File: src/hdl/mlam_pkg.sv
// Shared types and constants for the multi-loop audio mixer.
package mlam_pkg;

  localparam int LOOPS_DEF      = 16;
  localparam int MAX_FRAMES_DEF = 4096;

  localparam int IN_TDATA_W  = 72;
  localparam int OUT_TDATA_W = 24;
  localparam int KIND_W      = 2;
  localparam int IDX_W       = 7;
  localparam int ADDR_W      = 12;
  localparam int SAMPLE_W    = 16;
  localparam int LEN_W       = 13;
  localparam int GAIN_W      = 16;
  localparam int PROD_W      = SAMPLE_W + GAIN_W + 1;

  localparam int QDEPTH = 4;
  localparam int QAW    = $clog2(QDEPTH);

  localparam int MIX_MAX = 8388607;
  localparam int MIX_MIN = -8388608;

  localparam logic [KIND_W-1:0] KIND_TICK  = 2'd0;
  localparam logic [KIND_W-1:0] KIND_WRITE = 2'd1;
  localparam logic [KIND_W-1:0] KIND_SET   = 2'd2;

  typedef enum logic [1:0] {
    OP_TICK,
    OP_WRITE,
    OP_SET
  } op_t;

  typedef struct packed {
    op_t                 op;
    logic [IDX_W-1:0]    loop_idx;
    logic [ADDR_W-1:0]   sample_addr;
    logic [SAMPLE_W-1:0] sample_value;
    logic                play_flag;
    logic                ready_flag;
    logic [LEN_W-1:0]    length;
    logic [GAIN_W-1:0]   gain;
  } cmd_t;

endpackage

File: src/hdl/mlam_front.sv
// Input front end: decodes and filters incoming transactions into a command queue.
module mlam_front #(
  parameter int LOOPS      = mlam_pkg::LOOPS_DEF,
  parameter int MAX_FRAMES = mlam_pkg::MAX_FRAMES_DEF
) (
  input  logic                             clk,
  input  logic                             rst_n,
  input  logic                             in_tvalid,
  output logic                             in_tready,
  input  logic [mlam_pkg::IN_TDATA_W-1:0]  in_tdata,
  input  logic [mlam_pkg::KIND_W-1:0]      in_tuser,
  output logic                             q_valid,
  input  logic                             q_ready,
  output mlam_pkg::cmd_t                   q_cmd
);
  import mlam_pkg::*;

  cmd_t             cmd;
  logic             keep;
  logic             push;
  logic             pop;
  logic [IDX_W-1:0] idx;
  logic [ADDR_W-1:0] addr;
  logic [LEN_W-1:0] fc;

  cmd_t             queue_r [QDEPTH];
  logic [QAW-1:0]   wr_r;
  logic [QAW-1:0]   rd_r;
  logic [QAW:0]     count_r;

  assign idx  = in_tdata[6:0];
  assign addr = in_tdata[18:7];
  assign fc   = in_tdata[49:37];

  always_comb begin
    cmd.op           = OP_TICK;
    cmd.loop_idx     = idx;
    cmd.sample_addr  = addr;
    cmd.sample_value = in_tdata[34:19];
    cmd.play_flag    = in_tdata[35];
    cmd.ready_flag   = in_tdata[36];
    cmd.length       = (32'(fc) > MAX_FRAMES) ? LEN_W'(MAX_FRAMES) : fc;
    cmd.gain         = in_tdata[65:50];
    keep             = 1'b0;
    case (in_tuser)
      KIND_TICK: begin
        cmd.op = OP_TICK;
        keep   = 1'b1;
      end
      KIND_WRITE: begin
        cmd.op = OP_WRITE;
        keep   = (32'(idx) < LOOPS) && (32'(addr) < MAX_FRAMES);
      end
      KIND_SET: begin
        cmd.op = OP_SET;
        keep   = 32'(idx) < LOOPS;
      end
      default: begin
        keep = 1'b0;
      end
    endcase
  end

  assign in_tready = count_r != (QAW + 1)'(QDEPTH);
  assign push      = in_tvalid && in_tready && keep;
  assign q_valid   = count_r != '0;
  assign pop       = q_valid && q_ready;
  assign q_cmd     = queue_r[rd_r];

  always_ff @(posedge clk) begin
    if (push) begin
      queue_r[wr_r] <= cmd;
    end
  end

  always_ff @(posedge clk) begin
    if (!rst_n) begin
      wr_r    <= '0;
      rd_r    <= '0;
      count_r <= '0;
    end else begin
      if (push) begin
        wr_r <= wr_r + 1'b1;
      end
      if (pop) begin
        rd_r <= rd_r + 1'b1;
      end
      if (push && !pop) begin
        count_r <= count_r + 1'b1;
      end else if (pop && !push) begin
        count_r <= count_r - 1'b1;
      end
    end
  end

endmodule

File: config.mk
export PLATFORM = sky130hd
export DESIGN_NAME = mlam_front
export DESIGN_NICKNAME = d
export VERILOG_FILES = /design/src/hdl/mlam_pkg.sv /design/src/hdl/mlam_front.sv
export SDC_FILE = /design/constraint.sdc
export NUM_CORES = 1
export LEC_CHECK = 0
export ABC_AREA = 1
export ABC_CLOCK_PERIOD_IN_PS = 4400
export BUFFER_PORTS_ARGS = -buffer_cell sky130_fd_sc_hd__buf_2
export CAP_MARGIN = 20
export CORE_AREA = 2 2 164 166
export CTS_CLUSTER_DIAMETER = 120
export DETAILED_ROUTE_END_ITERATION = 7
export DIE_AREA = 0 0 166 168
export MAX_ROUTING_LAYER = met4
export PLACE_DENSITY = 0.71
export SLEW_MARGIN = 30
export SYNTH_ARGS = -nofsm -noshare
export SYNTH_HDL_FRONTEND = slang
export SYNTH_SLANG_ARGS = --single-unit
File: constraint.sdc
create_clock -name clk -period 4.4 [get_ports clk]
set_clock_uncertainty 0.05 [all_clocks]
set_input_delay 0 -clock clk [delete_from_list [all_inputs] [get_ports clk]]
set_output_delay 0 -clock clk [all_outputs]
set_load 0.01 [all_outputs]
==> results of run 1 <==
-- routing by layer --
metal  global-route usage  vias to the layer above  wire length (um)
li1                     -                     3266                 -
met1                0.190                     3280              9100
met2                0.284                      194             11200
met3               0.0294                       48              1390
met4               0.0427                        0               551
met5                    -                        -                 0
-- sequential cells by signal, summed over array words and instances (netlist names), named ones only --
register,flops
rd_r,2
count_r,3
queue_r,272
wr_r,2
-- Yosys cell counts --
cell      number
o21ai_1        5
clkbuf_4       2
o21ai_0      135
buf_2         13
inv_6          1
inv_1         31
clkbuf_1      13
nand3_1        6
nor2_1       153
o22ai_1       68
buf_6          9
edfxtp_1     272
dfxtp_1        9
nand2_1       15
inv_2          1
ha_1           9
clkbuf_2       9
a21oi_1       18
nor3_1         1
fa_1           1
-- area by class of cell --
| type | count | area share |
|---|---|---|
| Multi-Input combinational cell | 411 | 0.151 |
| Inverter | 33 | 0.00973 |
| Tap cell | 341 | 0.0316 |
| Sequential cell | 281 | 0.619 |
| Timing Repair Buffer | 228 | 0.118 |
| Antenna cell | 1 | 0.000185 |
| Clock buffer | 31 | 0.0512 |
| Clock inverter | 15 | 0.0184 |
-- path summary, 6_finish.rpt --
| check | slack [ns] | to | depth (start not counted) |
|---|---|---|---|
| worst max-delay path | 1.59 | q_cmd[6] | 4 |
| worst min-delay path | 0.16 | queue_r[0][0] | 2 |
| worst max register to register | 1.71 | queue_r[3][43] | 5 |
| worst min register to register | 0.46 | count_r[2] | 2 |
-- cell families after synthesis --
kind of cell    count (synthesis)
simple gates                  175
fa+ha+maj                      10
buf+inv                        79
flops                         281
compound gates                226
-- power by group --
part           total, uW  switching, uW  internal, uW
sequential          3110           92.0          3020
clock               2440            920          1520
combinational       1440            923           515
-- metrics by stage --
stage / total power, uW / hold slack, ns / cell area, sq um
after floorplan: 4060 / 0.0489 / 10800
after global placement: 4530 / 0.164 / 11800
after detailed placement: 4570 / 0.165 / 11800
after CTS: 7080 / 0.141 / 13500
after global routing: 7320 / 0.171 / 13500
final: 6990 / 0.165 / 13500
-- repair_timing --
action                                 4_1_cts  5_1_grt
endpoints found under the hold margin      281        0
setup buffers                                0        0
hold buffers                                76        0
-- worst max-delay path: cells and delay by family (launching register included) --
kind                   cells  cell delay, ns
buffers and inverters      2            0.89
AO/OA/AOI/OAI              2            0.53
flip-flops                 1            0.77
==> flow_summary.ini, run 1 <==
[routing]
drtIter0Drc = 486
firstDrtPassIters = 5
wirelength_mm = 22.3
vias = 6788
avgViaCountPerCell = 5.06
drc = 0
ant_nets = 0
wl_per_cell_um = 16.6

[cells_and_area]
area_growth_pct = 25.3
nNetsFinal = 1070
regArea_sq_mm = 0.00835
final_cells = 1341
n_fill_cell = 2154
final_layout_size_suffix_gt1_frac = 0.197
final_util = 0.512
final_cell_mix = 272 x edfxtp_1, 149 x nor2_1, 141 x buf_2, 135 x o21ai_0, 76 x dlygate4sd3_1
final_common_cell = edfxtp_1
multiInputGateArea_sq_mm = 0.00204

[worst_hold_path]
hp-start = in_tdata[50]
hold_path_class = in -> reg

[pwr]
p_leak_uw = 0.00480
power_density_mw_per_mm2 = 518
ir_drop_mv = 0.368

[global_route]
grt-ovfl-total = 0
antenna_found_initial = 1
grt_pass1_wl_mm = 34.7
grt_max_degree = 137
grt_usage = 0.160
first_global_vias = 6645

[synth]
synth_compound_area_frac = 0.113
synth.largest_area_cell = edfxtp_1
synthAdderAreaFrac = 0.0123
synth_mux_area_frac = 0
syn_area_sq_mm = 0.0108
syn_nets = 859
synth.area.top_cells = edfxtp_1 76%, o21ai_0 6.3%, nor2_1 5.3%, o22ai_1 4.0%, dfxtp_1 1.7%
synth-simple-area-share = 0.0618
synthDistinctLibCells = 20
seq_area_frac_synth = 0.775
synth-xor-area-share = 0
yosysTopAreaCellShare = 0.759
ys_warn_count = 0
synth_top_family_by_area = compound AO/OA/AOI/OAI gates
avgSynthCellArea_sq_um = 14.0
synthCells = 771
ys_ff_latch = 281

[setup_path]
crit_type = reg -> out
path_cells = buf_4 > o21ai_0 > o22ai_1 > buf_2
arrival_ns = 2.76
slowest_delay_ns = 0.77
worst_path_max_delay_cell = dfxtp_4
reg2reg_from = count_r[0]
cp_max_fo = 74
cp.required_ns = 4.35
critical_path.endpoint_type = primary output
setup.worst_path.start_class = flip-flop

[die]
die_width_um = 166
pin_count = 148
rows = 60
start_util = 0.409
die_area_sq_mm = 0.0279
core_sq_mm = 0.0264
die_height_um = 168

[sta]
maxSlewHeadroom = 0.393
rsz0062_at_grt = no
slew_violations = 0
fmax_mhz = 356
tightestPinTransition_ns = 0.908
hold_viol = 0
min_period_ns = 2.81
fin_setup_tns_ns = 0
fin_crit_sh = 0.638
fin_ws_ns = 1.59
finalSetupViolations = 0

[cts]
clock_path_buffers = 3
ctsRootBufferMaster = clkbuf_16
clock_latency_ns = 0.53
cts_max_level = 1
clkSinkCount = 281
cts_tree = built
cts.clk_slew.worst_paths_ns = 0.06
numCtsBuffers = 27
cts_resized = 0

[placed_design]
post-dp-hpwl_mm = 12.1
dp_slack_ns = 1.70
globalplace.congestion = 0.714
io_buffers = 141
placed_cells_incl_taps = 1218

[status]
status = finished, final reports clean

[job]
maxCapViolCount = 0
Power figures use the tool's default switching activity.
==> inputs of run 2 (changes only) <==
ABC_CLOCK_PERIOD_IN_PS = 2600   (was 4400)
PLACE_DENSITY = 0.69   (was 0.71)
clock period = 2.6 ns   (was 4.4 ns; I/O delays follow)
==> flow_summary.ini, run 2 (synthesis results as in run 1) <==
[placed_design]
dp_slack_ns = 0.480
globalplace.congestion = 0.726
io_buffers = 141
post-dp-hpwl_mm = 12.2

[global_route]
grt-ovfl-total = 0
grt_pass1_wl_mm = 35.1
antenna_found_initial = 1
first_global_vias = 6727
grt_usage = 0.163
grt_max_degree = 119

[setup_path]
r2r_end = wr_r[1]
cp_max_fo = 5
cp_top_family = buffers and inverters
critical_path.endpoint_type = flip-flop
reg2reg_depth = 8
crit_buf_inv = 4
path_cells = inv_1 > ha_1 > inv_1 > nand3_1 > nand2_1 > dlygate4sd3_1 > nor2_1 > dlygate4sd3_1
arrival_ns = 2.68
slowest_delay_ns = 0.55
worst_path_max_delay_cell = dlygate4sd3_1
r2r_slack_ns = 0.28
setup.worst_path.start_class = flip-flop
cp.required_ns = 2.96
crit_type = reg -> reg
cp_num_cells = 8
reg2reg_from = wr_r[0]

[cells_and_area]
reg_top3 = queue_r x272, count_r x3
final_cell_mix = 272 x edfxtp_1, 149 x nor2_1, 141 x buf_2, 135 x o21ai_0, 74 x dlygate4sd3_1
regMostFlops = queue_r
area_growth_pct = 25.6
final_common_cell = edfxtp_1
largest_reg_flops = 272
final_layout_size_suffix_gt1_frac = 0.201
n_fill_cell = 2200
nNetsFinal = 1074

[routing]
vias = 6798
avgViaCountPerCell = 5.04
firstDrtPassIters = 5
drtIter0Drc = 397
wl_per_cell_um = 16.8
ant_nets = 0
drc = 0
wirelength_mm = 22.7

[sta]
tightestPinTransition_ns = 0.506
fmax_mhz = 432
maxSlewHeadroom = 0.662
finalSetupViolations = 0
rsz0062_at_grt = no
slew_violations = 0
fin_ws_ns = 0.285
fin_setup_tns_ns = 0
hold_viol = 0
min_period_ns = 2.32
fin_crit_sh = 0.890
holdWs_ns = 0.168

[worst_hold_path]
hold_path_class = in -> reg
hp-start = in_tdata[64]
min_to = queue_r[3][14]
whs_path_depth = 2

[cts]
cts_max_level = 1
clock_path_buffers = 3
cts.clk_slew.worst_paths_ns = 0.06
numCtsBuffers = 28
cts_tree = built
ctsRootBufferMaster = clkbuf_16
clock_latency_ns = 0.53
clkSinkCount = 281

[die]
die_area_sq_mm = 0.0279
start_util = 0.409
pin_count = 148
rows = 60
die_width_um = 166
die_height_um = 168
core_sq_mm = 0.0264

[pwr]
p_leak_uw = 0.00481
power_uw = 11700
ir_drop_mv = 0.530
power_density_mw_per_mm2 = 864

[job]
maxCapViolCount = 0

[status]
status = finished, final reports clean
## run 2: changes by cell type in the layout (fill, tap and decap cells not counted), sizes merged
cell	change
inv	-1
clkbuf	+9
buf	+5
dlygate4sd3	-2
clkinv	+3
bufinv	-5
## run 2: per-stage QoR
step | cell area, sq um | std cells | util
4_1_cts | 13500 | 1349 | 0.513
2_1_floorplan | 10800 | 771 | -
6_report | 13500 | 1350 | 0.513
3_3_place_gp | 11900 | 1223 | 0.451
3_5_place_dp | 11900 | 1223 | 0.451
5_1_grt | 13500 | 1350 | 0.513
## run 2: layout make-up
type | instances | area, sq um | share of cell area
sequential | 281 | 8350 | 0.618
multi-input combinational | 411 | 2040 | 0.151
timing repair buffer | 231 | 1670 | 0.123
clock buffer | 40 | 797 | 0.0589
tap | 341 | 427 | 0.0316
inverter | 33 | 129 | 0.00953
clock inverter | 12 | 103 | 0.00759
antenna | 1 | 2.50 | 0.000185
## run 2: routing by layer
layer / vias up / track usage / part of all wire
li1: 3290 / - / -
met1: 3259 / 0.199 / 0.42
met2: 209 / 0.284 / 0.51
met3: 40 / 0.0284 / 0.056
met4: 0 / 0.0405 / 0.022
met5: - / - / 0
## run 2: what timing repair did
action,CTS,global route
setup buffers,0,0
hold buffers,74,0
endpoints found under the hold margin,281,0
gates resized for setup,0,0
## run 2: how the worst max path moves through the flow
stage	end	slack (ns)	startpoint
floorplan	queue_r[0][0]	-0.59	count_r[0]
global placement	count_r[2]	0.54	count_r[0]
detailed placement	count_r[2]	0.48	count_r[0]
CTS	wr_r[1]	0.30	wr_r[0]
global route	wr_r[1]	0.12	count_r[0]
finish	wr_r[1]	0.28	wr_r[0]
## run 2: worst register-to-register path, cell delays in order, from the launching register on
cell and delay (ns):
dfxtp_1 0.42, inv_1 0.09, ha_1 0.31, inv_1 0.06, nand3_1 0.07, nand2_1 0.07
dlygate4sd3_1 0.55, nor2_1 0.04, dlygate4sd3_1 0.55
## run 2: where the power goes
group	leakage (uW)	switching, uW	internal (uW)
Combinational	0.00183	1650	934
Clock	0.000442	1580	2310
Sequential	0.00254	95.3	5110
Total	0.00481	3320	8360
==> inputs of run 3 (changes only) <==
BUFFER_PORTS_ARGS = -buffer_cell sky130_fd_sc_hd__clkbuf_2   (was -buffer_cell sky130_fd_sc_hd__buf_2)
SKIP_LAST_GASP = 1   (was default)
==> flow_summary.ini, run 3 (synthesis results as in run 1) <==
[setup_path]
cp.required_ns = 2.96
arrival_ns = 2.68
crit_type = reg -> reg
setup.worst_path.start_class = flip-flop
cp_max_fo = 5
r2r_slack_ns = 0.28
critical_path.endpoint_type = flip-flop
reg2reg_from = count_r[0]
reg2reg_depth = 7
crit_path_start = count_r[0]
worstSetupEndpoint = wr_r[1]
r2r_end = wr_r[1]

[cells_and_area]
n_fill_cell = 2200
final_layout_size_suffix_gt1_frac = 0.204
nNetsFinal = 1076
regMostFlops = queue_r
final_cells = 1349
largest_reg_flops = 272
final_cell_mix = 272 x edfxtp_1, 149 x nor2_1, 141 x clkbuf_2, 135 x o21ai_0, 74 x dlygate4sd3_1
final_util = 0.516
reg_top3 = queue_r x272, count_r x3
antennaDiodeCount = 0
area_growth_pct = 26.2
final_common_cell = edfxtp_1

[sta]
fmax_mhz = 432
maxSlewHeadroom = 0.558
finalSetupViolations = 0
min_period_ns = 2.32
rsz0062_at_grt = no
fin_setup_tns_ns = 0
hold_viol = 0
fin_ws_ns = 0.284
tightestPinTransition_ns = 0.664
slew_violations = 0
fin_crit_sh = 0.891

[cts]
ctsRootBufferMaster = clkbuf_16
cts_max_level = 1
clock_path_buffers = 3
clkSinkCount = 281
cts_resized = 0
cts_tree = built
numCtsBuffers = 29
post-cts-setup-buffers = 0
clock_latency_ns = 0.53
cts.clk_slew.worst_paths_ns = 0.06

[die]
core_sq_mm = 0.0264
pin_count = 148
rows = 60
die_area_sq_mm = 0.0279
start_util = 0.409
die_width_um = 166
die_height_um = 168

[job]
maxCapViolCount = 0

[placed_design]
post-dp-hpwl_mm = 12.5
placed_cells_incl_taps = 1224
io_buffers = 141
globalplace.congestion = 0.732
dp_slack_ns = 0.397

[routing]
drtIter0Drc = 456
ant_nets = 0
avgViaCountPerCell = 5.05
firstDrtPassIters = 4
drc = 0
wirelength_mm = 22.9
wl_per_cell_um = 17.0
vias = 6817

[global_route]
antenna_found_initial = 0
grt-ovfl-total = 0
grt_usage = 0.164
grt_pass1_wl_mm = 35.4
grt_max_degree = 69
first_global_vias = 6866

[pwr]
ir_drop_mv = 0.497
p_leak_uw = 0.00488
power_density_mw_per_mm2 = 868

[worst_hold_path]
hold_path_class = in -> reg

[status]
status = finished, final reports clean
-- run 3: cell count changes in the layout (fill, tap and decap cells not counted), moves of 3 or more --
cell	previous run	this run
buf_2	141	0
clkinv_2	4	7
buf_12	8	11
clkbuf_2	0	141
clkinv_1	6	9
clkbuf_8	3	0
clkbuf_1	8	2
-- run 3: cell type report --
type	instances	area, sq um	share of cell area
timing repair buffer	232	1710	0.126
multi-input combinational	411	2040	0.150
tap	341	427	0.0314
clock inverter	20	189	0.0139
inverter	33	129	0.00949
clock buffer	31	733	0.0540
sequential	281	8350	0.615
-- run 3: metal layers --
metal,GRT usage,up-vias,wire length [um]
met1,0.196,3289,9610
li1,-,3289,-
met5,-,-,0
met3,0.0284,49,1190
met4,0.0480,0,537
met2,0.288,190,11500
-- run 3: worst min-delay path by stage --
stage | cells after the start | slack (ns) | to | from
global placement | 1 | 0.17 | queue_r[1][14] | in_tdata[64]
CTS | 2 | 0.16 | queue_r[0][8] | in_tdata[58]
global route | 2 | 0.18 | queue_r[3][3] | in_tdata[53]
finish | 2 | 0.18 | queue_r[1][15] | in_tdata[65]
floorplan | 0 | 0.05 | queue_r[0][0] | in_tdata[50]
detailed placement | 1 | 0.17 | queue_r[3][30] | in_tdata[35]
-- run 3: what timing repair did --
action	CTS	global route
endpoints found under the setup margin	0	0
hold buffers	74	0
hold endpoints to repair	281	0
-- run 3: critical path, cell delays in order, from the launching register on --
cell           delay (ns)
dfxtp_1              0.39
nor2_1               0.10
a21oi_1              0.32
nand3_1              0.12
nand2_1              0.08
dlygate4sd3_1        0.55
nor2_1               0.04
dlygate4sd3_1        0.56
-- run 3: power by group --
part / total [uW] / switching [uW] / internal (uW)
Clock: 4000 / 1590 / 2410
Sequential: 5230 / 118 / 5110
Combinational: 2560 / 1630 / 930
-- run 3: stage by stage --
step | hold WS [ns] | power, uW | area [sq um]
floorplan | 0.0489 | 6880 | 10800
global route | 0.183 | 12300 | 13600
CTS | 0.161 | 11900 | 13600
detailed placement | 0.172 | 7830 | 11900
finish | 0.182 | 11800 | 13600
global placement | 0.169 | 7780 | 11900
